===== config.mk =====
export PLATFORM = sky130hd
export DESIGN_NAME = hkxt_merge
export DESIGN_NICKNAME = d
export VERILOG_FILES = /design/src/rtl/core/hkxt_pkg.sv /design/src/rtl/core/hkxt_merge.sv
export SDC_FILE = /design/constraint.sdc
export NUM_CORES = 1
export LEC_CHECK = 0
export BUFFER_PORTS_ARGS = -buffer_cell sky130_fd_sc_hd__clkbuf_2
export CORE_MARGIN = 5
export CORE_UTILIZATION = 30
export DETAILED_ROUTE_END_ITERATION = 6
export PLACE_DENSITY_LB_ADDON = 0.05
export SLEW_MARGIN = 5
export SYNTH_ARGS = -nofsm -noshare
export SYNTH_HDL_FRONTEND = slang
export SYNTH_SLANG_ARGS = --single-unit

===== constraint.sdc =====
create_clock -name aclk -period 3.4 [get_ports aclk]
set_clock_uncertainty 0.15 [all_clocks]
set_input_delay 0.51 -clock aclk [delete_from_list [all_inputs] [get_ports aclk]]
set_output_delay 0.51 -clock aclk [all_outputs]
set_load 0.005 [all_outputs]

===== src/rtl/core/hkxt_pkg.sv =====
// ----------------------------------------------------------------------------
// HID keyboard to XT scancode translator: package
// Types, scancode constants and the usage-to-set-1 lookup table.
// ----------------------------------------------------------------------------
package hkxt_pkg;

    localparam int KEY_SLOTS_DEFAULT     = 4;
    localparam int TABLE_ENTRIES_DEFAULT = 100;
    localparam int IN_SLOTS              = 4;
    localparam int SLOT_MAX              = 6;
    localparam int MOD_GROUPS            = 3;
    localparam int ONES_W                = $clog2(SLOT_MAX + 1);

    typedef logic [7:0] usage_t;
    typedef logic [7:0] scancode_t;

    localparam scancode_t BREAK_BIT = 8'h80;

    // ctrl, shift, alt: left/right bit pair, make code, break code
    localparam logic [7:0] MOD_GROUP [MOD_GROUPS] = '{8'h11, 8'h22, 8'h44};
    localparam scancode_t  MOD_MAKE  [MOD_GROUPS] = '{8'h1D, 8'h2A, 8'h38};
    localparam scancode_t  MOD_BREAK [MOD_GROUPS] = '{8'h9D, 8'hAA, 8'hB8};

    typedef struct packed {
        logic      vld;
        scancode_t code;
    } mod_code_t;

    typedef struct packed {
        logic      make_vld;
        scancode_t make_code;
        logic      break_vld;
        scancode_t break_code;
    } lane_out_t;

    function automatic scancode_t usage_to_xt(input usage_t u);
        scancode_t r;
        unique case (u)
            8'd4:  r = 8'h1E;  8'd5:  r = 8'h30;  8'd6:  r = 8'h2E;  8'd7:  r = 8'h20;
            8'd8:  r = 8'h12;  8'd9:  r = 8'h21;  8'd10: r = 8'h22;  8'd11: r = 8'h23;
            8'd12: r = 8'h17;  8'd13: r = 8'h24;  8'd14: r = 8'h25;  8'd15: r = 8'h26;
            8'd16: r = 8'h32;  8'd17: r = 8'h31;  8'd18: r = 8'h18;  8'd19: r = 8'h19;
            8'd20: r = 8'h10;  8'd21: r = 8'h13;  8'd22: r = 8'h1F;  8'd23: r = 8'h14;
            8'd24: r = 8'h16;  8'd25: r = 8'h2F;  8'd26: r = 8'h11;  8'd27: r = 8'h2D;
            8'd28: r = 8'h15;  8'd29: r = 8'h2C;  8'd30: r = 8'h02;  8'd31: r = 8'h03;
            8'd32: r = 8'h04;  8'd33: r = 8'h05;  8'd34: r = 8'h06;  8'd35: r = 8'h07;
            8'd36: r = 8'h08;  8'd37: r = 8'h09;  8'd38: r = 8'h0A;  8'd39: r = 8'h0B;
            8'd40: r = 8'h1C;  8'd41: r = 8'h01;  8'd42: r = 8'h0E;  8'd43: r = 8'h0F;
            8'd44: r = 8'h39;  8'd45: r = 8'h0C;  8'd46: r = 8'h0D;  8'd47: r = 8'h1A;
            8'd48: r = 8'h1B;  8'd49: r = 8'h2B;  8'd51: r = 8'h27;
            8'd52: r = 8'h28;  8'd53: r = 8'h29;  8'd54: r = 8'h33;  8'd55: r = 8'h34;
            8'd56: r = 8'h35;  8'd57: r = 8'h3A;  8'd58: r = 8'h3B;  8'd59: r = 8'h3C;
            8'd60: r = 8'h3D;  8'd61: r = 8'h3E;  8'd62: r = 8'h3F;  8'd63: r = 8'h40;
            8'd64: r = 8'h41;  8'd65: r = 8'h42;  8'd66: r = 8'h43;  8'd67: r = 8'h44;
            8'd68: r = 8'h57;  8'd69: r = 8'h58;  8'd71: r = 8'h46;
            8'd73: r = 8'h52;  8'd74: r = 8'h47;  8'd75: r = 8'h49;
            8'd76: r = 8'h53;  8'd77: r = 8'h4F;  8'd78: r = 8'h51;  8'd79: r = 8'h4D;
            8'd80: r = 8'h4B;  8'd81: r = 8'h50;  8'd82: r = 8'h48;  8'd83: r = 8'h45;
            8'd84: r = 8'h35;  8'd85: r = 8'h37;  8'd86: r = 8'h4A;  8'd87: r = 8'h4E;
            8'd88: r = 8'h1C;  8'd89: r = 8'h4F;  8'd90: r = 8'h50;  8'd91: r = 8'h51;
            8'd92: r = 8'h4B;  8'd93: r = 8'h4C;  8'd94: r = 8'h4D;  8'd95: r = 8'h47;
            8'd96: r = 8'h48;  8'd97: r = 8'h49;  8'd98: r = 8'h52;  8'd99: r = 8'h53;
            default: r = 8'h00;
        endcase
        return r;
    endfunction

    // Usages at or past the table size have no code.
    function automatic scancode_t xt_lookup(input usage_t u, input int entries);
        scancode_t r;
        r = 8'h00;
        if ({1'b0, u} < 9'(entries)) begin
            r = usage_to_xt(u);
        end
        return r;
    endfunction

endpackage


===== src/rtl/core/hkxt_merge.sv =====
// ----------------------------------------------------------------------------
// HID keyboard to XT scancode translator: merge and output stage
// Collects modifier and lane codes, sends them one per cycle in order while m_ready is high.
// ----------------------------------------------------------------------------
module hkxt_merge #(
    parameter int SLOT_COUNT = hkxt_pkg::KEY_SLOTS_DEFAULT
) (
    input  logic                 aclk,
    input  logic                 aresetn,
    input  logic                 load,
    input  hkxt_pkg::mod_code_t  mod_codes [hkxt_pkg::MOD_GROUPS],
    input  hkxt_pkg::lane_out_t  lanes     [SLOT_COUNT],
    output logic                 buf_free,
    output logic                 m_valid,
    input  logic                 m_ready,
    output logic [7:0]           m_scancode,
    output logic                 m_last
);

    localparam int NUM = hkxt_pkg::MOD_GROUPS + 2*SLOT_COUNT;
    localparam int MK0 = hkxt_pkg::MOD_GROUPS;
    localparam int BK0 = hkxt_pkg::MOD_GROUPS + SLOT_COUNT;

    logic [NUM-1:0]      mask_reg, mask_next;
    hkxt_pkg::scancode_t codes_reg [NUM];
    logic [NUM-1:0]      new_mask;
    hkxt_pkg::scancode_t new_codes [NUM];
    logic [NUM-1:0]      low, rest;

    // Order: ctrl, shift, alt, makes by slot, breaks by slot.
    always_comb begin
        for (int g = 0; g < hkxt_pkg::MOD_GROUPS; g++) begin
            new_mask[g]  = mod_codes[g].vld;
            new_codes[g] = mod_codes[g].code;
        end
        for (int i = 0; i < SLOT_COUNT; i++) begin
            new_mask[MK0+i]  = lanes[i].make_vld;
            new_codes[MK0+i] = lanes[i].make_code;
            new_mask[BK0+i]  = lanes[i].break_vld;
            new_codes[BK0+i] = lanes[i].break_code;
        end
    end

    assign low  = mask_reg & (~mask_reg + NUM'(1));
    assign rest = mask_reg & (mask_reg - NUM'(1));

    always_comb begin
        m_scancode = '0;
        for (int i = 0; i < NUM; i++) begin
            m_scancode = m_scancode | (low[i] ? codes_reg[i] : '0);
        end
    end

    assign m_valid  = |mask_reg;
    assign m_last   = rest == '0;
    assign buf_free = mask_reg == '0;

    always_comb begin
        mask_next = mask_reg;
        if (load) begin
            mask_next = new_mask;
        end else if (m_valid && m_ready) begin
            mask_next = rest;
        end
    end

    always_ff @(posedge aclk) begin
        if (!aresetn) begin
            mask_reg <= '0;
        end else begin
            mask_reg <= mask_next;
        end
    end

    always_ff @(posedge aclk) begin
        if (load) begin
            codes_reg <= new_codes;
        end
    end

endmodule


**Word level (Yosys, flattened, before mapping)**

Cells that the tools add are included.

- Bits in registers: 99
- Input bits: 103
- Logic and storage cells: 45
- Output and inout bits: 11

- Bitwise operators: 13
- Reduce and logical (&&, ||, !) cells: 5
- Multiplexer cells: 13
- $add $sub $neg: 2

Operator list:

| kind | count |
|---|---|
| 8-bit two-way mux | 11 |
| 8-bit OR | 10 |
| 11-bit bitwise AND | 2 |
| 11-bit logical NOT | 2 |
| 11-bit two-way mux | 2 |
| 11-bit by 1-bit adder with 11-bit output (second input constant) | 1 |
| 11-bit NOT | 1 |
| 11-bit OR reduction | 1 |
| 11-bit by 1-bit subtractor with 11-bit output (second input constant) | 1 |
| 2-bit nonzero test | 1 |
| 1-bit logical AND | 1 |

**Depth between registers and ports, before layout**

- Depth after elaboration: 14
- Mapped depth: 6
- Depth with buffers taken out: 6

**Worst setup path after synthesis**

OpenSTA, ideal clock, no wires.

- Kind: register -> output
- Start: reg mask_reg[0]
- End: out m_last
- Stages on the path, launching flop included: 4
- Buffers on the path: 0
- Data arrival time: 1,604 ps
- Slack: 1,136 ps
- Required time: 2,740 ps
- Path through: dfxtp_1 or4_4 or3_1 a2111oi_2

- Word-level cells in the longest chain between the ends: 3

Ends and longest elaborated chain:

| element | line | RTL |
|---|---|---|
| start, declared | hkxt_merge.sv:24 | `logic [NUM-1:0] mask_reg, mask_next;` |
| start signal, assigned | hkxt_merge.sv:71 | `mask_reg <= mask_next;` |
| 11-bit by 1-bit subtractor with 11-bit output | hkxt_merge.sv:45 | `assign rest = mask_reg & (mask_reg - NUM'(1));` |
| 11-bit bitwise AND * | hkxt_merge.sv:45 |  |
| 11-bit logical NOT * | hkxt_merge.sv:55 | `assign m_last = rest == '0;` |
| end, declared | hkxt_merge.sv:17 | `output logic m_last` |

Mark *: on every way between the ends. The rest lies on a longest branch, timed or not.

**Worst setup path in the final report**

- Start: reg mask_reg[3]
- End: out m_last

Same word-level chain as after synthesis.

==> results.cfg <==
[sta]
setup_viol = 0
worst_slack_ns = 0.233
relSlewSlack = 0.489
worst_pin_slew_ns = 0.766
finalHoldViolCount = 0
period_needed_ns = 3.17
fin_crit_sh = 0.932
max_freq_mhz = 316
final_max_slew_viol_count = 0
tns_ns = 0
rsz0062_at_grt = false

[drt]
routedWlPerCell_um = 19.0
num_vias = 2766
via_per_inst = 4.79
wl_mm = 11.0
ant_nets = 0
drtIter0Drc = 145
drc_errors = 0
firstDrtPassIters = 4

[cells_and_area]
fillCellCount = 1272
seq_area_mm2 = 0.00286
nets = 501
largest_reg_flops = 88
final_common_cell = clkbuf_2
final_cell_mix = clkbuf_2, edfxtp_1, nand2_1
postLayoutCoreUtil = 0.385
antenna_cells = 0
area_growth_pct = 26.2
layout-drive-gt1-share = 0.346
multiInputGateArea_mm2 = 0.00106

[synthesis]
synth_nets = 392
synth.avg_cell_area_um2 = 13.9
yosysTopAreaCellShare = 0.657
seq_area_frac_synth = 0.712
syn_area_mm2 = 0.00402
synth_cell_types = 39
ys_ff_latch = 99
yosysTopAreaCell = edfxtp_1
synthCells = 289
synth_area_leaders = edfxtp_1, dfxtp_1, nand3b_1
yosys_warnings = 0

[worst_setup_path]
cp_data_required_time_ns = 2.74
crit_fanout = 15
criticalPathCategory = flop to output pin
cp_cell_sequence = or3_1 -> or3_1 -> a2111oi_2 -> clkbuf_2
start_kind = flop
r2r_slack_ns = 1.15
cp.arrival_ns = 2.51
cp_slowest_cell = or3_1
end_kind = output pin
r2r_start = mask_reg[3]
max_stage_delay_ns = 0.67
crit_start = mask_reg[3]
cp_common_cell = or3_1

[global_route]
grt_overflow = 0
antenna_found_initial = 0
grt_pass1_wl_mm = 16.6
grt_max_degree = 60
grt_pass1_vias = 2860
grtUsageTotal = 0.141

[cts]
numCtsBuffers = 9
cts_hold_buf = 0
cts_buffer_depth = 2
clock_latency_ns = 0.35
clk_pin_slew_ns = 0.07
cts_max_level = 3
cts.sinks = 99
cts_root_buf = clkbuf_16
tritoncts = done
ctsResizeCount = 0
post-cts-setup-buffers = 0

[place]
preCtsSetupSlack_ns = 0.588
port_buffers = 113
place_congestion = 0.768
place_hpwl_mm = 7.83

[floorplanning]
start_util = 0.305
dieWidth_um = 126
rows = 42
die_area_mm2 = 0.0158
ioPinCount = 114
coreArea_mm2 = 0.0132
die_y_um = 126

[power_and_ir_drop]
leakage_nw = 1.93
ir_drop_mv = 0.331
power_density_mw_per_mm2 = 544

[worst_hold_path]
hp-start = lanes[12]
worst_hold_path_type = primary input to flop

[run_status]
outcome = complete, no violations

[flow_run]
drv_cap = 0
[final timing paths]
| check | depth (start not counted) | to |
|---|---|---|
| setup / recovery | 4 | m_last |
| hold reg to reg | 2 | mask_reg[7] |
| hold / removal | 1 | codes_reg[35] |
| setup reg to reg | 6 | mask_reg[4] |
[where the power goes]
| part | internal, mW | switching (mW) | total (mW) |
|---|---|---|---|
| Sequential | 1.43 | 0.0407 | 1.47 |
| Combinational | 0.131 | 0.164 | 0.295 |
| Clock | 0.564 | 0.438 | 1.00 |
| Total | 2.12 | 0.643 | 2.76 |
[synth_stat cells]
| library cell | count |
|---|---|
| a221o_1 | 8 |
| inv_2 | 1 |
| and2_1 | 1 |
| o31ai_1 | 2 |
| nand3_1 | 23 |
| nand3b_1 | 16 |
| clkbuf_1 | 17 |
| o311ai_0 | 2 |
| a211oi_1 | 10 |
| edfxtp_1 | 88 |
| nor4bb_1 | 1 |
| nor4_4 | 1 |
| or3_1 | 2 |
| o21ai_0 | 11 |
| buf_2 | 1 |
| a221oi_1 | 8 |
| a2111oi_2 | 1 |
| a2111oi_0 | 1 |
| o211ai_1 | 1 |
| or2_2 | 1 |
| buf_1 | 4 |
| nor2b_1 | 2 |
| nor3_1 | 2 |
| nor3b_1 | 1 |
| o22ai_1 | 1 |
| nand2_1 | 26 |
| nor2_1 | 2 |
| o2111ai_1 | 2 |
| a211o_1 | 1 |
| maj3_1 | 2 |
| a22o_1 | 8 |
| or4_4 | 1 |
| mux2i_1 | 2 |
| dfxtp_1 | 11 |
| nand2b_1 | 8 |
| nor4_1 | 1 |
| a21oi_1 | 14 |
| nand2_2 | 1 |
| inv_1 | 4 |
[kinds of logic after synthesis]
kind of cell / after synthesis / synth area share
buffers and inverters: 27 / 0.0255
AND/OR/NAND/NOR: 89 / 0.124
multiplexers: 2 / 0.00498
flip-flops: 99 / 0.712
adder cells (fa/ha/maj): 2 / 0.00498
AO/OA/AOI/OAI: 70 / 0.128
[worst max-delay path: cells and delay by family (launching register included)]
kind,cells,cell delay [ns]
simple gates,2,1.13
flops,1,0.47
compound gates,1,0.37
buf+inv,1,0.18
[layer usage]
layer,vias up,part of all wire,track usage
met1,1323,0.47,0.193
met3,12,0.066,0.0559
met4,0,0.011,0.0341
li1,1350,-,-
met2,81,0.45,0.210
met5,-,0,0
[through the flow]
step / cells / power, mW / hold slack (ns) / instance area, um2
5_1_grt: 578 / 2.88 / 0.163 / 5080
2_1_floorplan: 289 / 1.62 / 0.345 / 4020
4_1_cts: 578 / 2.81 / 0.166 / 5080
6_report: 578 / 2.76 / 0.184 / 5080
3_5_place_dp: 563 / 1.79 / 0.381 / 4790
3_3_place_gp: 563 / 1.79 / 0.380 / 4790
[layout make-up]
class                           count  area share
Clock inverter                      5      0.0108
Tap cell                          176      0.0434
Inverter                            5     0.00370
Multi-Input combinational cell    163       0.208
Sequential cell                    99       0.564
Clock buffer                       10      0.0451
Timing Repair Buffer              120       0.125
Note: power is estimated with default switching activity, not from simulation.
