===== src/rtl/core/hkxt_pkg.sv =====
// ----------------------------------------------------------------------------
// HID keyboard to XT scancode translator: package
// Types, scancode constants and the usage-to-set-1 lookup table.
// ----------------------------------------------------------------------------
package hkxt_pkg;

    localparam int KEY_SLOTS_DEFAULT     = 4;
    localparam int TABLE_ENTRIES_DEFAULT = 100;
    localparam int IN_SLOTS              = 4;
    localparam int SLOT_MAX              = 6;
    localparam int MOD_GROUPS            = 3;
    localparam int ONES_W                = $clog2(SLOT_MAX + 1);

    typedef logic [7:0] usage_t;
    typedef logic [7:0] scancode_t;

    localparam scancode_t BREAK_BIT = 8'h80;

    // ctrl, shift, alt: left/right bit pair, make code, break code
    localparam logic [7:0] MOD_GROUP [MOD_GROUPS] = '{8'h11, 8'h22, 8'h44};
    localparam scancode_t  MOD_MAKE  [MOD_GROUPS] = '{8'h1D, 8'h2A, 8'h38};
    localparam scancode_t  MOD_BREAK [MOD_GROUPS] = '{8'h9D, 8'hAA, 8'hB8};

    typedef struct packed {
        logic      vld;
        scancode_t code;
    } mod_code_t;

    typedef struct packed {
        logic      make_vld;
        scancode_t make_code;
        logic      break_vld;
        scancode_t break_code;
    } lane_out_t;

    function automatic scancode_t usage_to_xt(input usage_t u);
        scancode_t r;
        unique case (u)
            8'd4:  r = 8'h1E;  8'd5:  r = 8'h30;  8'd6:  r = 8'h2E;  8'd7:  r = 8'h20;
            8'd8:  r = 8'h12;  8'd9:  r = 8'h21;  8'd10: r = 8'h22;  8'd11: r = 8'h23;
            8'd12: r = 8'h17;  8'd13: r = 8'h24;  8'd14: r = 8'h25;  8'd15: r = 8'h26;
            8'd16: r = 8'h32;  8'd17: r = 8'h31;  8'd18: r = 8'h18;  8'd19: r = 8'h19;
            8'd20: r = 8'h10;  8'd21: r = 8'h13;  8'd22: r = 8'h1F;  8'd23: r = 8'h14;
            8'd24: r = 8'h16;  8'd25: r = 8'h2F;  8'd26: r = 8'h11;  8'd27: r = 8'h2D;
            8'd28: r = 8'h15;  8'd29: r = 8'h2C;  8'd30: r = 8'h02;  8'd31: r = 8'h03;
            8'd32: r = 8'h04;  8'd33: r = 8'h05;  8'd34: r = 8'h06;  8'd35: r = 8'h07;
            8'd36: r = 8'h08;  8'd37: r = 8'h09;  8'd38: r = 8'h0A;  8'd39: r = 8'h0B;
            8'd40: r = 8'h1C;  8'd41: r = 8'h01;  8'd42: r = 8'h0E;  8'd43: r = 8'h0F;
            8'd44: r = 8'h39;  8'd45: r = 8'h0C;  8'd46: r = 8'h0D;  8'd47: r = 8'h1A;
            8'd48: r = 8'h1B;  8'd49: r = 8'h2B;  8'd51: r = 8'h27;
            8'd52: r = 8'h28;  8'd53: r = 8'h29;  8'd54: r = 8'h33;  8'd55: r = 8'h34;
            8'd56: r = 8'h35;  8'd57: r = 8'h3A;  8'd58: r = 8'h3B;  8'd59: r = 8'h3C;
            8'd60: r = 8'h3D;  8'd61: r = 8'h3E;  8'd62: r = 8'h3F;  8'd63: r = 8'h40;
            8'd64: r = 8'h41;  8'd65: r = 8'h42;  8'd66: r = 8'h43;  8'd67: r = 8'h44;
            8'd68: r = 8'h57;  8'd69: r = 8'h58;  8'd71: r = 8'h46;
            8'd73: r = 8'h52;  8'd74: r = 8'h47;  8'd75: r = 8'h49;
            8'd76: r = 8'h53;  8'd77: r = 8'h4F;  8'd78: r = 8'h51;  8'd79: r = 8'h4D;
            8'd80: r = 8'h4B;  8'd81: r = 8'h50;  8'd82: r = 8'h48;  8'd83: r = 8'h45;
            8'd84: r = 8'h35;  8'd85: r = 8'h37;  8'd86: r = 8'h4A;  8'd87: r = 8'h4E;
            8'd88: r = 8'h1C;  8'd89: r = 8'h4F;  8'd90: r = 8'h50;  8'd91: r = 8'h51;
            8'd92: r = 8'h4B;  8'd93: r = 8'h4C;  8'd94: r = 8'h4D;  8'd95: r = 8'h47;
            8'd96: r = 8'h48;  8'd97: r = 8'h49;  8'd98: r = 8'h52;  8'd99: r = 8'h53;
            default: r = 8'h00;
        endcase
        return r;
    endfunction

    // Usages at or past the table size have no code.
    function automatic scancode_t xt_lookup(input usage_t u, input int entries);
        scancode_t r;
        r = 8'h00;
        if ({1'b0, u} < 9'(entries)) begin
            r = usage_to_xt(u);
        end
        return r;
    endfunction

endpackage


===== src/rtl/core/hkxt_front.sv =====
// ----------------------------------------------------------------------------
// HID keyboard to XT scancode translator: input stage
// Masks slots by report length, sorts them, tracks modifier and key state.
// ----------------------------------------------------------------------------
module hkxt_front #(
    parameter int SLOT_COUNT = hkxt_pkg::KEY_SLOTS_DEFAULT
) (
    input  logic                 aclk,
    input  logic                 aresetn,
    input  logic                 s_valid,
    output logic                 s_ready,
    input  logic [7:0]           s_modifiers,
    input  logic [7:0]           s_key_slot_a,
    input  logic [7:0]           s_key_slot_b,
    input  logic [7:0]           s_key_slot_c,
    input  logic [7:0]           s_key_slot_d,
    input  logic [6:0]           s_report_length,
    input  logic                 take,
    output logic                 out_valid,
    output hkxt_pkg::mod_code_t  mod_codes [hkxt_pkg::MOD_GROUPS],
    output hkxt_pkg::usage_t     cur_keys  [SLOT_COUNT],
    output hkxt_pkg::usage_t     prev_keys [SLOT_COUNT],
    output logic                 rollover
);

    logic                       valid_reg, valid_next;
    logic [7:0]                 prev_mods_reg;
    hkxt_pkg::usage_t           prev_keys_reg [SLOT_COUNT];
    hkxt_pkg::usage_t           cur_reg       [SLOT_COUNT];
    hkxt_pkg::usage_t           snap_reg      [SLOT_COUNT];
    hkxt_pkg::mod_code_t        mod_reg       [hkxt_pkg::MOD_GROUPS];
    logic                       rollover_reg;

    logic [8*hkxt_pkg::IN_SLOTS-1:0] in_bus;
    hkxt_pkg::usage_t           net [SLOT_COUNT+1][SLOT_COUNT];
    logic [hkxt_pkg::ONES_W-1:0] ones;
    logic                       over;
    hkxt_pkg::mod_code_t        mod_new [hkxt_pkg::MOD_GROUPS];
    logic                       accept;

    assign s_ready = !valid_reg || take;
    assign accept  = s_valid && s_ready;
    assign in_bus  = {s_key_slot_d, s_key_slot_c, s_key_slot_b, s_key_slot_a};

    // Slot masking, rollover count and odd-even transposition sort.
    always_comb begin
        ones = '0;
        for (int i = 0; i < SLOT_COUNT; i++) begin
            net[0][i] = '0;
            if (i < hkxt_pkg::IN_SLOTS && s_report_length > 7'(i + 2)) begin
                net[0][i] = in_bus[(i % hkxt_pkg::IN_SLOTS)*8 +: 8];
            end
            if (net[0][i] == 8'd1) begin
                ones = ones + hkxt_pkg::ONES_W'(1);
            end
        end
        for (int k = 0; k < SLOT_COUNT; k++) begin
            for (int i = 0; i < SLOT_COUNT; i++) begin
                net[k+1][i] = net[k][i];
            end
            for (int i = k % 2; i + 1 < SLOT_COUNT; i += 2) begin
                if (net[k][i] > net[k][i+1]) begin
                    net[k+1][i]   = net[k][i+1];
                    net[k+1][i+1] = net[k][i];
                end
            end
        end
        over = ones > hkxt_pkg::ONES_W'(2);
    end

    always_comb begin
        for (int g = 0; g < hkxt_pkg::MOD_GROUPS; g++) begin
            mod_new[g].vld  = |((prev_mods_reg ^ s_modifiers) & hkxt_pkg::MOD_GROUP[g]);
            mod_new[g].code = |(s_modifiers & hkxt_pkg::MOD_GROUP[g]) ?
                              hkxt_pkg::MOD_MAKE[g] : hkxt_pkg::MOD_BREAK[g];
        end
    end

    always_comb begin
        valid_next = valid_reg;
        if (accept) begin
            valid_next = 1'b1;
        end else if (take) begin
            valid_next = 1'b0;
        end
    end

    always_ff @(posedge aclk) begin
        if (!aresetn) begin
            valid_reg     <= 1'b0;
            prev_mods_reg <= '0;
            for (int i = 0; i < SLOT_COUNT; i++) begin
                prev_keys_reg[i] <= '0;
            end
        end else begin
            valid_reg <= valid_next;
            if (accept) begin
                prev_mods_reg <= s_modifiers;
                if (!over) begin
                    for (int i = 0; i < SLOT_COUNT; i++) begin
                        prev_keys_reg[i] <= net[SLOT_COUNT][i];
                    end
                end
            end
        end
    end

    // Register the new and old key sets, rollover and modifier codes.
    always_ff @(posedge aclk) begin
        if (accept) begin
            rollover_reg <= over;
            for (int i = 0; i < SLOT_COUNT; i++) begin
                cur_reg[i]  <= net[SLOT_COUNT][i];
                snap_reg[i] <= prev_keys_reg[i];
            end
            for (int g = 0; g < hkxt_pkg::MOD_GROUPS; g++) begin
                mod_reg[g] <= mod_new[g];
            end
        end
    end

    assign out_valid = valid_reg;
    assign mod_codes = mod_reg;
    assign cur_keys  = cur_reg;
    assign prev_keys = snap_reg;
    assign rollover  = rollover_reg;

endmodule


===== config.mk =====
export PLATFORM = sky130hd
export DESIGN_NAME = hkxt_front
export DESIGN_NICKNAME = d
export VERILOG_FILES = /design/src/rtl/core/hkxt_pkg.sv /design/src/rtl/core/hkxt_front.sv
export SDC_FILE = /design/constraint.sdc
export NUM_CORES = 1
export LEC_CHECK = 0
export ABC_AREA = 1
export ABC_CLOCK_PERIOD_IN_PS = 8000
export BUFFER_PORTS_ARGS = -buffer_cell sky130_fd_sc_hd__buf_4
export CAP_MARGIN = 20
export CELL_PAD_IN_SITES_DETAIL_PLACEMENT = 0
export CELL_PAD_IN_SITES_GLOBAL_PLACEMENT = 1
export CORE_MARGIN = 4
export CORE_UTILIZATION = 40
export DETAILED_ROUTE_END_ITERATION = 8
export PLACE_DENSITY_LB_ADDON = 0.1
export SLEW_MARGIN = 15
export SYNTH_ARGS = -nofsm -noshare
export SYNTH_HDL_FRONTEND = slang
export SYNTH_SLANG_ARGS = --single-unit

===== constraint.sdc =====
create_clock -name aclk -period 8 [get_ports aclk]
set_input_delay 0.8 -clock aclk [delete_from_list [all_inputs] [get_ports aclk]]
set_output_delay 0.8 -clock aclk [all_outputs]
set_load 0.01 [all_outputs]

Word level (Yosys, flattened, before mapping)

Memory sizes are Yosys's and may differ from the RTL's. A register that Yosys moved wholly into a read port is not among the register bits.
Index checks and enable logic that the tools add are counted.

Register bits: 68
Bits in latches: 0
Memory bits (writable): 32
Bits in read-only memories: 0
Output and inout bits: 94
Memories: 1

Add/sub/neg operators: 3
Multipliers: 0
Divide/modulo/power cells: 0
$lt $le $gt $ge: 11
Equal/unequal tests: 4
Shifts and indexed selects: 0
Mux-type cells: 28
Bitwise logic cells: 5
Reductions and logical operators: 10

Memories:

| name          | words | bits a word | rd ports | clocked after Yosys merged registers in | write ports | RTL line         | text |
|---|---|---|---|---|---|---|---|
| prev_keys_reg | 4     | 8           | 4        | 4                                       | 4           | hkxt_front.sv:28 | `hkxt_pkg::usage_t prev_keys_reg [SLOT_COUNT];` |

Operator list:

| operator                                                      | count |
|---|---|
| 2-to-1 mux 16 bit                                             | 6 |
| 2-to-1 mux 8 bit                                              | 11 |
| greater-than comparator 8 bit                                 | 6 |
| equality test 8 x 1 -> 1 bit, second input constant           | 4 |
| greater-than comparator 7 x 2 -> 1 bit, second input constant | 2 |
| greater-than comparator 7 x 3 -> 1 bit, second input constant | 2 |
| OR reduction 2 bit                                            | 6 |
| 2-to-1 mux 1 bit                                              | 8 |
| XOR 7 bit                                                     | 1 |
| adder 3 x 1 -> 3 bit, second input constant                   | 2 |
| 2-to-1 mux 3 bit                                              | 2 |
| OR 1 bit                                                      | 4 |
| greater-than comparator 3 x 2 -> 1 bit, second input constant | 1 |
| adder 1 x 1 -> 2 bit, second input constant                   | 1 |
| 2-to-1 mux 2 bit                                              | 1 |
| nonzero test 2 bit                                            | 1 |
| logical AND 1 bit                                             | 1 |
| logical NOT 1 bit                                             | 1 |
| logical OR 1 bit                                              | 1 |

Longest topological paths before layout

Depth after elaboration: 16
Mapped depth: 55
Depth with buffers taken out: 51

Least setup slack after synthesis

Ideal clock, no wire load.

Kind: input port to flip-flop
Start: input port s_report_length[6]
End: memory prev_keys_reg[2][5] in the netlist's numbering, data pin
Arrival: 6.985 ns
Data required time: 7.734 ns
Slack: 0.749 ns
Stages on the path: 44
Buffers on the path: 4
Cells stage by stage: nor2_2 -> nand2_2 -> nor2_8 -> nand2_2 -> inv_2 -> nor2_1 -> ha_1 -> a21o_1 -> nor2_1 -> nand2_1 -> nand2_1 -> buf_2 -> clkinv_1 -> o21ai_0 -> ha_1 -> a21oi_1 -> nor2_1 -> a211oi_1 -> [... 8 more ...] -> o21ai_0 -> a21oi_1 -> a2111oi_0 -> a31oi_1 -> inv_1 -> clkbuf_1 -> nand2_1 -> o21ai_0 -> inv_1 -> ha_1 -> nand2_1 -> nor2_1 -> nand2_1 -> a32oi_1 -> clkbuf_1 -> nand3_1 -> nand2_1 -> nor2_1

RTL lines:

| element     | RTL line         | text |
|---|---|---|
| from (decl) | hkxt_front.sv:17 | `input logic [6:0] s_report_length,` |
| to (decl)   | hkxt_front.sv:28 |  |

==> flow_summary_export.csv <==
group,metric,value,unit
outcome,status,"finished clean",
synth,synth_seq_cells,110,
timing,tns,0,ps
synth,syn_avg_cell_area,8.61,um^2
route,vias_per_cell,4.64,
worst_setup_path,worstPathMaxFanout,16,
layout,layout_common_cells,"nand2_1, buf_4, edfxtp_1",
route,wl_per_cell,13.0,um
route,ant_nets,0,
grt,grt.busiest_layer,"met2",
floorplanning,core_area,0.0160,mm^2
route,routed_wirelength,14800,um
layout,nets,1013,
synth,yosys-top-cells-area,"edfxtp_1, nand2_1, ha_1",
layout,largest_reg_flops,64,
timing,slew_violations,0,
power_and_ir_drop,ir_worst_vdd,0.165,mV
worst_setup_path,end_kind,"flop",
worst_setup_path,timing.rr.start,"out_valid",
clock_network,cts_inserted_buffers,9,
layout,fin_util,51.2,%
clock_network,cts.sinks,110,
placed_design,gp_congestion,0.854,
worst_setup_path,critical_path.startpoint_type,"primary input",
grt,antenna_found_initial,0,
synth,synth_cell_types,36,
timing,rsz0062_at_grt,"false",
placed_design,port_buffers,121,
grt,gr-total-overflow,0,
worst_setup_path,crit_start,"s_report_length[6]",
grt,use_met2,27.7,%
clock_network,clk_latency,340,ps
layout,drive_gt1_share,22.6,%
worst_setup_path,cpMostUsedCell,"nand2_1",
timing,relSlewSlack,38.1,%
timing,finalSetupViolCount,0,
clock_network,clock_path_buffers,2,
grt,track_usage,16.2,%
floorplanning,io_pins,145,
timing,fin_worst_skew,6.41,ps
timing,period_minus_slack,7220,ps
synth,synth_top_cell_by_area,"edfxtp_1",
placed_design,placed_area,0.00787,mm^2
worst_setup_path,slowest_stage,"o21ai_0",
layout,finalNonFillerCells,1136,
worst_setup_path,rrSetupSlack,6080,ps
worst_setup_path,cp.required,8070,ps
synth,syn_inst,766,
grt,use_met1,21.2,%
placed_design,dp.cells,1120,
floorplanning,die_area,0.0186,mm^2
timing,worst_pin_slew,929,ps
route,vias,5276,
worst_hold_path,hp-class,"reg2reg",
route,dr.first_iter.drc_count,216,
floorplanning,initial_core_util,41.2,%
clock_network,root_buffer,"clkbuf_16",
power_and_ir_drop,p_per_area,348,mW/mm^2
synth,syn-cell-area,0.00659,mm^2
placed_design,dp_hpwl,12200,um
clock_network,cts_max_level,3,
floorplanning,fp.dieW,136,um
synth,ys_seq_area_share,49.0,%
clock_network,postCtsHoldBufs,0,
power_and_ir_drop,finalPower,2.85,mW
timing,period_share,90.3,%
route,drc,0,
power_and_ir_drop,power.leakage,4.05,nW
timing,fmax,138,MHz
worst_setup_path,arrival,7290,ps
clock_network,cts_tree,"built",
worst_hold_path,hp-start,"prev_keys_reg[2][0]",
worst_setup_path,max_stage_delay,400,ps
grt,first_global_vias,4906,
grt,grt_max_degree,78,
route,dr.pass1.iters,5,
floorplanning,fp.dieH,136,um
worst_setup_path,path_class,"in2reg",
layout,nFillCells,1556,
layout,final_area,0.00820,mm^2
grt,grt_pass1_wl,23900,um
synth,ys.warnings.count,0,
clock_network,clk_pin_slew,70,ps
grt,globalRouteMet3Util,2.41,%
floorplanning,num_rows,46,
layout,diodes,0,
synth,synth_top_area_share,46.9,%
run,max-cap-violations,0,
layout,final_common_cell,"nand2_1",
timing,final_hold_viol_count,0,
layout,area_delta_synth_final,24.3,%
[stage by stage]
stage                     worst slack, ps  hold WS, ps
final                                 776          420
after global routing                 8.66          425
after CTS                             570          422
after detailed placement              225          405
after global placement                322          402
after floorplan                       749          400
[logic make-up (layout without fill, tap and decap cells)]
| kind of cell | after synthesis | in the layout | share of synthesized area (%) |
|---|---|---|---|
| AO/OA/AOI/OAI | 102 | 102 | 8.18 |
| XOR/XNOR | 7 | 7 | 0.930 |
| adder cells (fa/ha/maj) | 47 | 47 | 8.92 |
| buffers and inverters | 144 | 279 | 9.66 |
| flip-flops | 110 | 110 | 49.0 |
| other | 2 | 21 | 0.114 |
| AND/OR/NAND/NOR | 354 | 354 | 23.2 |
[routing by layer]
layer,vias to the layer above,part of all wire (%)
li1,2773,-
met1,2355,45
met2,131,48
met3,17,4.5
met4,0,2.1
met5,-,0
[area by class of cell]
class,instances,area (um^2),share of cell area [%]
clock buffers,9,225,2.75
multi-input cells,531,2800,34.2
repair buffers,157,1180,14.4
clock inverters,7,91.3,1.11
well taps,216,270,3.30
inverters,106,398,4.85
flip-flops and latches,110,3230,39.4
[final timing paths]
check,depth (start not counted),to
setup / recovery,44,prev_keys_reg[2][2]
hold / removal,0,prev_keys[8]
setup reg to reg,6,prev_keys_reg[3][3]
hold reg to reg,0,prev_keys[8]
[worst max-delay path: cells and delay by family]
family                   cells  cell delay [ps]
AO/OA/AOI/OAI                9             1990
adder cells (fa/ha/maj)      4             1260
buffers and inverters       10             1200
AND/OR/NAND/NOR             21             2000
[report_power, final]
group	internal [mW]	switching [mW]	leakage [nW]
registers	0.882	0.0398	1.10
logic	0.584	0.890	2.80
clock network	0.250	0.205	0.151
total	1.72	1.14	4.05
[timing repair]
| action | 4_1_cts | 5_1_grt |
|---|---|---|
| endpoints found under the setup margin | 0 | 32 |
| resized for setup | 0 | 6 |
| endpoints found under the hold margin | 0 | 0 |
| buffers inserted | 0 | 0 |
[cell usage after synthesis (all sizes together)]
| cell | count |
|---|---|
| a2111oi | 1 |
| a211oi | 3 |
| a21boi | 1 |
| a21o | 2 |
| a21oi | 16 |
| a31oi | 1 |
| a32oi | 1 |
| and2 | 1 |
| buf | 25 |
| clkbuf | 13 |
| clkinv | 2 |
| conb | 2 |
| dfxtp | 7 |
| edfxtp | 103 |
| ha | 47 |
| inv | 104 |
| nand2 | 225 |
| nand3 | 39 |
| nand3b | 1 |
| nand4 | 8 |
| nor2 | 73 |
| nor3 | 2 |
| nor4 | 4 |
| o21ai | 75 |
| o21bai | 2 |
| or2 | 1 |
| xnor2 | 7 |
(Power assumes the default switching activity.)
