**config.mk**
```make
export PLATFORM = sky130hd
export DESIGN_NAME = hkxt_lane
export DESIGN_NICKNAME = d
export VERILOG_FILES = /design/src/rtl/core/hkxt_pkg.sv /design/src/rtl/core/hkxt_lane.sv
export SDC_FILE = /design/constraint.sdc
export NUM_CORES = 1
export LEC_CHECK = 0
export BUFFER_PORTS_ARGS = -buffer_cell sky130_fd_sc_hd__buf_2
export CELL_PAD_IN_SITES_DETAIL_PLACEMENT = 0
export CELL_PAD_IN_SITES_GLOBAL_PLACEMENT = 1
export CORE_MARGIN = 8
export CORE_UTILIZATION = 25
export DETAILED_ROUTE_END_ITERATION = 8
export MAX_ROUTING_LAYER = met4
export PLACE_DENSITY_LB_ADDON = 0.1
export SETUP_SLACK_MARGIN = 0.1
export SLEW_MARGIN = 10
export SYNTH_ARGS = -nofsm -noshare
export SYNTH_HDL_FRONTEND = slang
export SYNTH_SLANG_ARGS = --single-unit
```
**constraint.sdc**
```tcl
create_clock -name vclk -period 2.6
set_clock_uncertainty 0.1 [all_clocks]
set_input_delay 0 -clock vclk [all_inputs]
set_output_delay 0 -clock vclk [all_outputs]
set_load 0.01 [all_outputs]
```
**src/rtl/core/hkxt_pkg.sv**
```systemverilog
// ----------------------------------------------------------------------------
// HID keyboard to XT scancode translator: package
// Types, scancode constants and the usage-to-set-1 lookup table.
// ----------------------------------------------------------------------------
package hkxt_pkg;

    localparam int KEY_SLOTS_DEFAULT     = 4;
    localparam int TABLE_ENTRIES_DEFAULT = 100;
    localparam int IN_SLOTS              = 4;
    localparam int SLOT_MAX              = 6;
    localparam int MOD_GROUPS            = 3;
    localparam int ONES_W                = $clog2(SLOT_MAX + 1);

    typedef logic [7:0] usage_t;
    typedef logic [7:0] scancode_t;

    localparam scancode_t BREAK_BIT = 8'h80;

    // ctrl, shift, alt: left/right bit pair, make code, break code
    localparam logic [7:0] MOD_GROUP [MOD_GROUPS] = '{8'h11, 8'h22, 8'h44};
    localparam scancode_t  MOD_MAKE  [MOD_GROUPS] = '{8'h1D, 8'h2A, 8'h38};
    localparam scancode_t  MOD_BREAK [MOD_GROUPS] = '{8'h9D, 8'hAA, 8'hB8};

    typedef struct packed {
        logic      vld;
        scancode_t code;
    } mod_code_t;

    typedef struct packed {
        logic      make_vld;
        scancode_t make_code;
        logic      break_vld;
        scancode_t break_code;
    } lane_out_t;

    function automatic scancode_t usage_to_xt(input usage_t u);
        scancode_t r;
        unique case (u)
            8'd4:  r = 8'h1E;  8'd5:  r = 8'h30;  8'd6:  r = 8'h2E;  8'd7:  r = 8'h20;
            8'd8:  r = 8'h12;  8'd9:  r = 8'h21;  8'd10: r = 8'h22;  8'd11: r = 8'h23;
            8'd12: r = 8'h17;  8'd13: r = 8'h24;  8'd14: r = 8'h25;  8'd15: r = 8'h26;
            8'd16: r = 8'h32;  8'd17: r = 8'h31;  8'd18: r = 8'h18;  8'd19: r = 8'h19;
            8'd20: r = 8'h10;  8'd21: r = 8'h13;  8'd22: r = 8'h1F;  8'd23: r = 8'h14;
            8'd24: r = 8'h16;  8'd25: r = 8'h2F;  8'd26: r = 8'h11;  8'd27: r = 8'h2D;
            8'd28: r = 8'h15;  8'd29: r = 8'h2C;  8'd30: r = 8'h02;  8'd31: r = 8'h03;
            8'd32: r = 8'h04;  8'd33: r = 8'h05;  8'd34: r = 8'h06;  8'd35: r = 8'h07;
            8'd36: r = 8'h08;  8'd37: r = 8'h09;  8'd38: r = 8'h0A;  8'd39: r = 8'h0B;
            8'd40: r = 8'h1C;  8'd41: r = 8'h01;  8'd42: r = 8'h0E;  8'd43: r = 8'h0F;
            8'd44: r = 8'h39;  8'd45: r = 8'h0C;  8'd46: r = 8'h0D;  8'd47: r = 8'h1A;
            8'd48: r = 8'h1B;  8'd49: r = 8'h2B;  8'd51: r = 8'h27;
            8'd52: r = 8'h28;  8'd53: r = 8'h29;  8'd54: r = 8'h33;  8'd55: r = 8'h34;
            8'd56: r = 8'h35;  8'd57: r = 8'h3A;  8'd58: r = 8'h3B;  8'd59: r = 8'h3C;
            8'd60: r = 8'h3D;  8'd61: r = 8'h3E;  8'd62: r = 8'h3F;  8'd63: r = 8'h40;
            8'd64: r = 8'h41;  8'd65: r = 8'h42;  8'd66: r = 8'h43;  8'd67: r = 8'h44;
            8'd68: r = 8'h57;  8'd69: r = 8'h58;  8'd71: r = 8'h46;
            8'd73: r = 8'h52;  8'd74: r = 8'h47;  8'd75: r = 8'h49;
            8'd76: r = 8'h53;  8'd77: r = 8'h4F;  8'd78: r = 8'h51;  8'd79: r = 8'h4D;
            8'd80: r = 8'h4B;  8'd81: r = 8'h50;  8'd82: r = 8'h48;  8'd83: r = 8'h45;
            8'd84: r = 8'h35;  8'd85: r = 8'h37;  8'd86: r = 8'h4A;  8'd87: r = 8'h4E;
            8'd88: r = 8'h1C;  8'd89: r = 8'h4F;  8'd90: r = 8'h50;  8'd91: r = 8'h51;
            8'd92: r = 8'h4B;  8'd93: r = 8'h4C;  8'd94: r = 8'h4D;  8'd95: r = 8'h47;
            8'd96: r = 8'h48;  8'd97: r = 8'h49;  8'd98: r = 8'h52;  8'd99: r = 8'h53;
            default: r = 8'h00;
        endcase
        return r;
    endfunction

    // Usages at or past the table size have no code.
    function automatic scancode_t xt_lookup(input usage_t u, input int entries);
        scancode_t r;
        r = 8'h00;
        if ({1'b0, u} < 9'(entries)) begin
            r = usage_to_xt(u);
        end
        return r;
    endfunction

endpackage

```
**src/rtl/core/hkxt_lane.sv**
```systemverilog
// ----------------------------------------------------------------------------
// HID keyboard to XT scancode translator: key lane
// One slot: make code if newly pressed, break code if released.
// ----------------------------------------------------------------------------
module hkxt_lane #(
    parameter int SLOT_COUNT    = hkxt_pkg::KEY_SLOTS_DEFAULT,
    parameter int TABLE_ENTRIES = hkxt_pkg::TABLE_ENTRIES_DEFAULT,
    parameter int LANE          = 0
) (
    input  hkxt_pkg::usage_t    cur_keys  [SLOT_COUNT],
    input  hkxt_pkg::usage_t    prev_keys [SLOT_COUNT],
    input  logic                rollover,
    output hkxt_pkg::lane_out_t result
);

    hkxt_pkg::usage_t    cur_u, prev_u;
    hkxt_pkg::scancode_t make_c, brk_c;
    logic                cur_held, prev_held;

    assign cur_u  = cur_keys[LANE];
    assign prev_u = prev_keys[LANE];
    assign make_c = hkxt_pkg::xt_lookup(cur_u, TABLE_ENTRIES);
    assign brk_c  = hkxt_pkg::xt_lookup(prev_u, TABLE_ENTRIES);

    always_comb begin
        cur_held  = 1'b0;
        prev_held = 1'b0;
        for (int j = 0; j < SLOT_COUNT; j++) begin
            cur_held  = cur_held  || (prev_keys[j] == cur_u);
            prev_held = prev_held || (cur_keys[j] == prev_u);
        end
    end

    // Drop everything on rollover, and drop empty slots, held keys and unmapped usages.
    assign result.make_vld   = !rollover && (cur_u != '0) && !cur_held && (make_c != '0);
    assign result.make_code  = make_c;
    assign result.break_vld  = !rollover && (prev_u != '0) && !prev_held && (brk_c != '0);
    assign result.break_code = brk_c | hkxt_pkg::BREAK_BIT;

endmodule

```
# Word-level counts from Yosys, hierarchy flattened
# Memory sizes are Yosys's and may differ from the RTL's.
# Index checks and enable logic that the tools add are counted.
# classes
order_cmp,2
eq_ne,8
muxes,4
n_reduce_logical,19
# ops
operator,n
$eq 8x8->1,8
$mux 8,4
$reduce_bool 8->1,4
$lt 8x7->1 const B,2
$logic_and 1x1->1,6
$logic_or 1x1->1,6
$logic_not 1->1,3
# word_totals
reg_bits,0
romBits,1792
output_inout_bits,18
word_cells,35
mem_count,2
# memory_table
memory,words,word_bits,read_ports,rd_ports_with_merged_regs,write_ports,line_no,rtl
(no name shown),128,7,1,0,0,hkxt_pkg.sv:38,unique case (u)
(no name shown),128,7,1,0,0,hkxt_pkg.sv:38,

# Depth between registers and ports, before layout
# Gate-level depths: netlist (run 1).
# depth
depth_word,7
ltp_mapped,10
depth_no_buf,8

# Least setup slack after synthesis (run 1)
# No wires, ideal clock.
# synth_timing
path_kind,input -> output
start,in prev_keys[25] (netlist name)
end,out result[8] (netlist name)
arrival_ps,2337
t_required_ps,2500
path_slack_ps,163
stages,10
path_buffers,2
path_cell_list,buf_2 -> inv_1 -> ha_1 -> buf_2 -> inv_1 -> mux4_2 -> a211oi_1 -> o32ai_1 -> or3_1 -> o41a_1
# synth_lines
element,line_no,rtl
"start, declared",hkxt_lane.sv:11,"input hkxt_pkg::usage_t prev_keys [SLOT_COUNT],"
"end, declared",hkxt_lane.sv:13,output hkxt_pkg::lane_out_t result

==> flow_summary.yaml, run 1 <==
critical_path:
  worst_ep_arrival_time_ns: 2.33
  start_kind: "input port"
  critical_path_class: "in2out"
  timing.critical_path.required_ns: 2.50
  worstSetupPathDepth: 9
  cp.buffers_inverters: 3
  worstSetupEndpointType: "output port"
  critPathMaxStageDelay_ns: 0.49
  critical-path-top-delay-family: "compound AO/OA/AOI/OAI gates"
  crit_chain: "buf_6 > buf_12 > ha_2 > mux4_2 > a21oi_2 > a2bb2oi_2 > or4b_4 > o41a_1 > buf_2"
  cpMaxStageDelayCell: "sky130_fd_sc_hd__mux4_2"
  critPathMaxFanout: 18
worst_hold_path:
  hold_start: "rollover"
  whs_path_depth: 5
  hold_class: "in2out"
  min_to: "result[17]"
flow_run:
  max_cap_viol_count: 0
die:
  core-area_um2: 12500
  standard_cell_rows: 41
  ios: 83
  floorplan.die_area_um2: 16600
  starting_density_pct: 25.3
  chipHeight_um: 129
  die-width_um: 129
grt:
  grt_overflow: 0
  grt_max_degree: 47
  grt_pass1_vias: 3691
  track_usage_pct: 15.5
  initial_antenna_violation_count: 0
  grt_pass1_wl_um: 20600
detailed_routing:
  first_pass_iters: 4
  route.detailed.wl_per_inst_um: 18.6
  wl_um: 13200
  vias: 3818
  remaining_drc_errors: 0
  drt-initial-drc-count: 258
  vias_per_cell: 5.37
  route.antenna.remaining_nets: 0
layout:
  seqCellArea_um2: 0
  fillerInstances: 1433
  fin_nets: 638
  layout-area-overhead-vs-synth_pct: 27.4
  total_inserted_antenna_cells: 0
  flops_and_latches: 0
  final_layout_size_suffix_gt1_share_pct: 29.7
  multi_input_comb_area_um2: 2920
  utilization_pct: 32.3
  clock_buffers: 0
timing:
  setup_viol: 0
  setup_tns_ns: 0
  fin_crit_ns: 2.43
  max_slew.worst_pin.slew_ns: 0.753
  grt_setup_unrepaired: "false"
  slew-limit-headroom_pct: 48.5
  timing.final.max_slew_violations: 0
  post-route-period-util_pct: 93.5
  maximum_frequency_from_static_timing_analysis_mhz: 412
  final-hold-violation-count: 0
  hold_slack_ns: 0.398
clocking:
  post_cts_hold_buffer_count: 0
power_and_ir_drop:
  max-vdd-ir-drop_mv: 0.0813
  power.density_nw_per_um2: 172
  static-leakage-power_nw: 1.70
synth:
  ys.warnings.count: 0
  synth_cells: 454
  post-synth-top-count-cell: "sky130_fd_sc_hd__xnor2_1"
  synth.largest_area_cell: "sky130_fd_sc_hd__ha_1"
  avgSynthCellArea_um2: 6.99
  synth_cell_count_leaders: "sky130_fd_sc_hd__xnor2_1, sky130_fd_sc_hd__ha_1, sky130_fd_sc_hd__nand2_1, sky130_fd_sc_hd__nor2_1, sky130_fd_sc_hd__o21ai_0"
  syn_nets: 551
  synthesis.area_um2: 3170
  synth.yosys.seq_area_share_pct: 0
  post_synth_num_cell_types: 66
  synthTopCellsByArea: "sky130_fd_sc_hd__ha_1, sky130_fd_sc_hd__xnor2_1, sky130_fd_sc_hd__xor2_1"
  yosysTopAreaCellShare_pct: 12.6
placed_design:
  buffers_on_ports: 81
  gpl.final_weighted_congestion: 0.894
  dpl.hpwl_um: 10200
outcome:
  run_status: "completed"
[tightest hold or removal path: stages]
cell	delay, ns
sky130_fd_sc_hd__buf_2	0.08
sky130_fd_sc_hd__a21oi_1	0.05
sky130_fd_sc_hd__o2111a_1	0.13
sky130_fd_sc_hd__o41a_1	0.10
sky130_fd_sc_hd__buf_2	0.13
[stage by stage]
step | total power [mW] | area (um2) | setup WS, ns | std cells
after global placement | 0.660 | 3840 | 0.143 | 697
final | 0.694 | 4040 | 0.170 | 711
after detailed placement | 0.651 | 3840 | 0.142 | 697
after floorplan | 0.420 | 3170 | 0.163 | 454
after global routing | 0.756 | 4040 | 0.101 | 711
after CTS | 0.654 | 3840 | 0.130 | 697
[kinds of logic after synthesis]
family	after synthesis	synth area share (%)
compound gates	138	31.7
other cells	2	0.237
simple gates	149	24.6
fa+ha+maj	32	12.6
xor+xnor	58	16.0
buf+inv	62	9.94
mux	13	4.97
[repair_timing]
| action | CTS | global route |
|---|---|---|
| setup endpoints to repair | 0 | 2 |
| setup buffers | 0 | 14 |
| endpoints found under the hold margin | 0 | 0 |
| gates resized for setup | 0 | 27 |
[how the worst max path moves through the flow]
stage | endpoint | start | slack, ns
floorplan | result[8] | prev_keys[25] | 0.16
global placement | result[17] | cur_keys[24] | 0.14
detailed placement | result[17] | cur_keys[24] | 0.14
CTS | result[17] | cur_keys[24] | 0.13
global route | result[17] | cur_keys[25] | 0.10
finish | result[17] | cur_keys[24] | 0.17
[layout make-up]
cell class	instances	share of cell area, %
multi-input cells	392	72.4
repair buffers	129	20.3
well taps	172	5.33
inverters	18	1.98
[layer usage]
layer	global-route usage, %	up-vias	wire length (um)
met4	3.04	0	176
li1	-	1838	-
met3	1.37	15	755
met1	19.9	1819	5780
met2	26.1	146	6540
met5	-	-	0
[cell usage in the layout (no fill, tap or decap), types with 4 or more instances in the layout]
cell type                   n
sky130_fd_sc_hd__mux2i_1    9
sky130_fd_sc_hd__o211ai_1  10
sky130_fd_sc_hd__ha_2       4
sky130_fd_sc_hd__o311a_1    5
sky130_fd_sc_hd__buf_2     78
sky130_fd_sc_hd__buf_4     44
sky130_fd_sc_hd__a211o_1    4
sky130_fd_sc_hd__ha_1      26
sky130_fd_sc_hd__inv_1     12
sky130_fd_sc_hd__and3_1     4
sky130_fd_sc_hd__o31ai_1    5
sky130_fd_sc_hd__nand2_1   32
sky130_fd_sc_hd__o21ai_0   27
sky130_fd_sc_hd__nand2b_1   9
sky130_fd_sc_hd__nor3_1     4
sky130_fd_sc_hd__nor4_1     7
sky130_fd_sc_hd__nand3_1    9
sky130_fd_sc_hd__or3_1      4
sky130_fd_sc_hd__xor2_1    24
sky130_fd_sc_hd__a21oi_1   16
sky130_fd_sc_hd__xnor2_1   34
sky130_fd_sc_hd__a211oi_1  12
sky130_fd_sc_hd__nor2b_1   20
sky130_fd_sc_hd__a31oi_1    8
sky130_fd_sc_hd__or2_2      4
sky130_fd_sc_hd__nor2_1    27
sky130_fd_sc_hd__nand4_1   17
[where the power goes]
| group | switching [mW] | leakage (nW) | internal (mW) | total [mW] |
|---|---|---|---|---|
| Sequential | 0 | 0 | 0 | 0 |
| Combinational | 0.385 | 1.70 | 0.308 | 0.694 |
| Clock | 0 | 0 | 0 | 0 |
No activity file was read; power rests on OpenSTA's default activity.
==> inputs of run 2 (changes only) <==
MAX_ROUTING_LAYER = not set   (was met4)
clock period = 3.1 ns   (was 2.6 ns; I/O delays follow)
==> run 2 against run 1 <==
Via count decreased by 4.1%. Critical path depth up 1. Global-route usage down 0.66 points. Cell count shrank 4.8%. Non-clock buffer count down 34. Core utilization down 2.9 points. Setup slack improved by 0.31 ns. First-iteration DRC count increased by 38%. Sequential share of layout area unchanged. Die area unchanged. Flip-flop and latch count unchanged. Worst hold slack improved by 0.0050 ns. Largest cell class unchanged. Largest power group unchanged.
==> flow_summary.yaml, run 2 (synthesis results as in run 1) <==
outcome:
  run_status: "completed"
layout:
  seqCellArea_um2: 0
  total_inserted_antenna_cells: 0
  final_layout_size_suffix_gt1_share_pct: 21.8
  fin_nets: 604
  most-common-layout-cells: "sky130_fd_sc_hd__buf_2, sky130_fd_sc_hd__xnor2_1, sky130_fd_sc_hd__nand2_1, sky130_fd_sc_hd__ha_1"
  multi_input_comb_area_um2: 2860
  layout-area-overhead-vs-synth_pct: 15.9
  flops_and_latches: 0
  fillerInstances: 1435
  mostFrequentLayoutCell: "sky130_fd_sc_hd__buf_2"
  clock_buffers: 0
grt:
  initial_antenna_violation_count: 0
  grt_pass1_vias: 3709
  grt_pass1_wl_um: 20400
  track_usage_pct: 14.9
  grt_max_degree: 33
  grt_overflow: 0
timing:
  maximum_frequency_from_static_timing_analysis_mhz: 382
  timing.final.max_slew_violations: 0
  grt_setup_unrepaired: "false"
  hold_slack_ns: 0.403
  setup_tns_ns: 0
  post-route-period-util_pct: 84.5
  slew-limit-headroom_pct: 54.1
  setup_viol: 0
  max_slew.worst_pin.slew_ns: 0.688
  final-hold-violation-count: 0
  fin_crit_ns: 2.62
critical_path:
  critPathMaxStageDelay_ns: 0.45
  worst_ep_arrival_time_ns: 2.52
  worstSetupEndpointType: "output port"
  worstSetupPathDepth: 10
  critPathMaxFanout: 9
  critPathLaunch: "prev_keys[25]"
  critical_path_class: "in2out"
  critical-path-top-delay-family: "compound AO/OA/AOI/OAI gates"
  crit_chain: "buf_2 > inv_1 > ha_1 > inv_1 > mux4_2 > a211oi_1 > o32ai_1 > or3_1 > o41a_1 > buf_2"
  cp.buffers_inverters: 4
  timing.critical_path.required_ns: 3.00
  start_kind: "input port"
  cpMaxStageDelayCell: "sky130_fd_sc_hd__mux4_2"
  setup.worst_path.end: "result[8]"
die:
  die-width_um: 129
  starting_density_pct: 25.3
  chipHeight_um: 129
  core-area_um2: 12500
  ios: 83
  floorplan.die_area_um2: 16600
  standard_cell_rows: 41
worst_hold_path:
  whs_path_depth: 5
  hold_start: "rollover"
  hold_class: "in2out"
placed_design:
  buffers_on_ports: 81
  gpl.final_weighted_congestion: 0.824
  dpl.hpwl_um: 9770
detailed_routing:
  wl_um: 12900
  route.antenna.remaining_nets: 0
  first_pass_iters: 5
  remaining_drc_errors: 0
  vias: 3661
  vias_per_cell: 5.41
  drt-initial-drc-count: 357
  route.detailed.wl_per_inst_um: 19.0
power_and_ir_drop:
  part_of_the_total_power_dissipated_in_the_clock_network_pct: 0
  internal_power_mw: 0.214
  report.power.total_mw: 0.524
  p_switching_mw: 0.309
  comb_power_share_pct: 100.0
  power.density_nw_per_um2: 142
  power.share.switching_pct: 59.1
  power_frac_seq_pct: 0
  static-leakage-power_nw: 1.53
  max-vdd-ir-drop_mv: 0.0725
clocking:
  cts-resized-gates: 0
  post_cts_buffers: 0
  post_cts_hold_buffer_count: 0
flow_run:
  max_cap_viol_count: 0
run 2: metrics by stage:
| step | instance area (um2) | cells | setup WS [ns] | utilization, % |
|---|---|---|---|---|
| after floorplan | 3170 | 454 | 0.663 | - |
| after global placement | 3680 | 677 | 0.519 | 29.4 |
| after detailed placement | 3680 | 677 | 0.512 | 29.4 |
| after CTS | 3680 | 677 | 0.501 | 29.4 |
| after global routing | 3680 | 677 | 0.381 | 29.4 |
| final | 3680 | 677 | 0.479 | 29.4 |
run 2: how the worst min path moves through the flow:
stage,to,slack (ns)
floorplan,result[3],0.14
global placement,result[15],0.39
detailed placement,result[15],0.40
CTS,result[15],0.40
global route,result[15],0.46
finish,result[17],0.40
run 2: cell type report:
type | instances | area share, %
tap | 172 | 5.85
multi-input combinational | 392 | 77.7
inverter | 18 | 1.90
timing repair buffer | 95 | 14.6
run 2: metal layers:
layer	share of wire (%)	global-route usage (%)
met2	47	25.7
met5	0	0
met1	46	19.8
met3	6.0	1.37
met4	1.2	2.49
run 2: power by group through the flow:
stage               logic [mW]  registers (mW)  clock network [mW]
finish                   0.524               0                   0
global route             0.573               0                   0
CTS                      0.523               0                   0
detailed placement       0.520               0                   0
global placement         0.527               0                   0
floorplan                0.352               0                   0
==> inputs of run 3 (changes only) <==
clock period = 2.5 ns   (was 3.1 ns; I/O delays follow)
==> run 3 against run 2 <==
Critical path depth unchanged. Cell count up 7.2%. Setup slack worse by 0.34 ns. Via count rose by 8.3%. Worst hold slack improved by 0.022 ns. Flip-flop and latch count unchanged. Largest power group unchanged.
==> flow_summary.yaml, run 3 (synthesis results as in run 1) <==
outcome:
  run_status: "completed"
placed_design:
  dpl_cell_area_um2: 4010
  buffers_on_ports: 81
  gpl.final_weighted_congestion: 0.880
  detailedPlace.worstSlack_ns: 0.0403
  dpl.hpwl_um: 10500
layout:
  mostFrequentLayoutCell: "sky130_fd_sc_hd__buf_2"
  fin_nets: 652
  layout-area-overhead-vs-synth_pct: 31.9
  finish.instance_area_um2: 4180
  seqCellArea_um2: 0
  clock_buffers: 0
  flops_and_latches: 0
  most-common-layout-cells: "sky130_fd_sc_hd__buf_2, sky130_fd_sc_hd__buf_4, sky130_fd_sc_hd__xnor2_1, sky130_fd_sc_hd__nand2_1"
  final_layout_size_suffix_gt1_share_pct: 31.6
critical_path:
  critPathMaxStageDelay_ns: 0.48
  worst_ep_arrival_time_ns: 2.26
  cpMaxStageDelayCell: "sky130_fd_sc_hd__or4b_4"
  timing.critical_path.required_ns: 2.40
  start_kind: "input port"
  worstSetupEndpointType: "output port"
  crit_chain: "buf_4 > inv_2 > ha_4 > inv_1 > mux4_2 > a21oi_2 > a2bb2oi_2 > or4b_4 > o41a_1 > buf_2"
  critical_path_class: "in2out"
  critPathMaxFanout: 4
worst_hold_path:
  whs_path_depth: 5
  hold_start: "rollover"
  min_to: "result[8]"
  hold_class: "in2out"
detailed_routing:
  vias_per_cell: 5.46
  wl_um: 13600
  vias: 3966
  drt-initial-drc-count: 313
  route.detailed.wl_per_inst_um: 18.7
  remaining_drc_errors: 0
  first_pass_iters: 5
  route.antenna.remaining_nets: 0
power_and_ir_drop:
  power.density_nw_per_um2: 180
  static-leakage-power_nw: 1.79
  report.power.total_mw: 0.752
  max-vdd-ir-drop_mv: 0.0706
grt:
  grt_pass1_vias: 3776
  grt_max_degree: 26
  grt_overflow: 0
  initial_antenna_violation_count: 0
  grt_pass1_wl_um: 21100
  track_usage_pct: 15.5
timing:
  max_slew.worst_pin.slew_ns: 0.692
  slew-limit-headroom_pct: 52.7
  setup_viol: 0
  timing.final.max_slew_violations: 0
  post-route-period-util_pct: 94.6
  hold_slack_ns: 0.424
  final-hold-violation-count: 0
  worst_setup_slack_final_ns: 0.136
  maximum_frequency_from_static_timing_analysis_mhz: 423
  setup_tns_ns: 0
  fin_crit_ns: 2.36
  grt_setup_unrepaired: "true"
die:
  core-area_um2: 12500
  ios: 83
  chipHeight_um: 129
  floorplan.die_area_um2: 16600
  starting_density_pct: 25.3
  standard_cell_rows: 41
  die-width_um: 129
flow_run:
  max_cap_viol_count: 0
## run 3: cell count changes in the layout (fill, tap and decap cells not counted), moves of 2 or more
cell,before,now
sky130_fd_sc_hd__buf_6,0,5
sky130_fd_sc_hd__ha_1,32,26
sky130_fd_sc_hd__ha_4,0,3
sky130_fd_sc_hd__ha_2,0,3
sky130_fd_sc_hd__or3_4,0,2
sky130_fd_sc_hd__buf_2,81,76
sky130_fd_sc_hd__inv_2,1,3
sky130_fd_sc_hd__or3_1,6,4
sky130_fd_sc_hd__buf_4,12,58
sky130_fd_sc_hd__inv_1,16,12
## run 3: worst max-delay path by stage
stage	end	startpoint	slack, ns	cells after the start
after global placement	result[17]	cur_keys[24]	0.07	10
after floorplan	result[8]	prev_keys[25]	0.13	10
after CTS	result[17]	cur_keys[24]	0.11	10
after detailed placement	result[17]	cur_keys[24]	0.04	10
after global routing	result[8]	prev_keys[24]	0.001	11
final	result[17]	cur_keys[25]	0.14	10
## run 3: cell type report
type / count / area (um2)
Multi-Input combinational cell: 392 / 2940
Inverter: 18 / 77.6
Tap cell: 172 / 215
Antenna cell: 1 / 2.50
Timing Repair Buffer: 143 / 952
Fill cell: 1383 / 8330
## run 3: layer usage
layer / up-vias / track usage (%) / share of wire, %
li1: 1876 / - / -
met1: 1863 / 22.1 / 47
met2: 212 / 24.3 / 43
met3: 15 / 2.90 / 8.9
met4: 0 / 1.73 / 1.1
met5: - / 0 / 0
## run 3: through the flow
stage	cells	utilization, %
after global placement	719	32.0
final	726	33.4
after CTS	720	32.1
after global routing	725	33.4
after floorplan	454	-
after detailed placement	719	32.0
## run 3: worst max-delay path, delay by kind of cell
kind                       cells  cell delay (ns)
AOI/OAI and AO/OA              3             0.66
buffers and inverters          4             0.38
muxes                          1             0.45
and+or+nand+nor                1             0.48
adders and majority gates      1             0.28
## run 3: power by group
group / leakage [nW] / internal, mW / switching (mW)
clock network: 0.00000634 / 0.0000000535 / 0
registers: 0 / 0 / 0
logic: 1.79 / 0.340 / 0.412
total: 1.79 / 0.340 / 0.412
## run 3: timing repair
action,4_1_cts,5_1_grt
gates cloned,0,1
endpoints found under the setup margin,1,2
buffers inserted,1,4
gates resized for setup,4,29
pin swaps,1,12
hold buffers,0,0
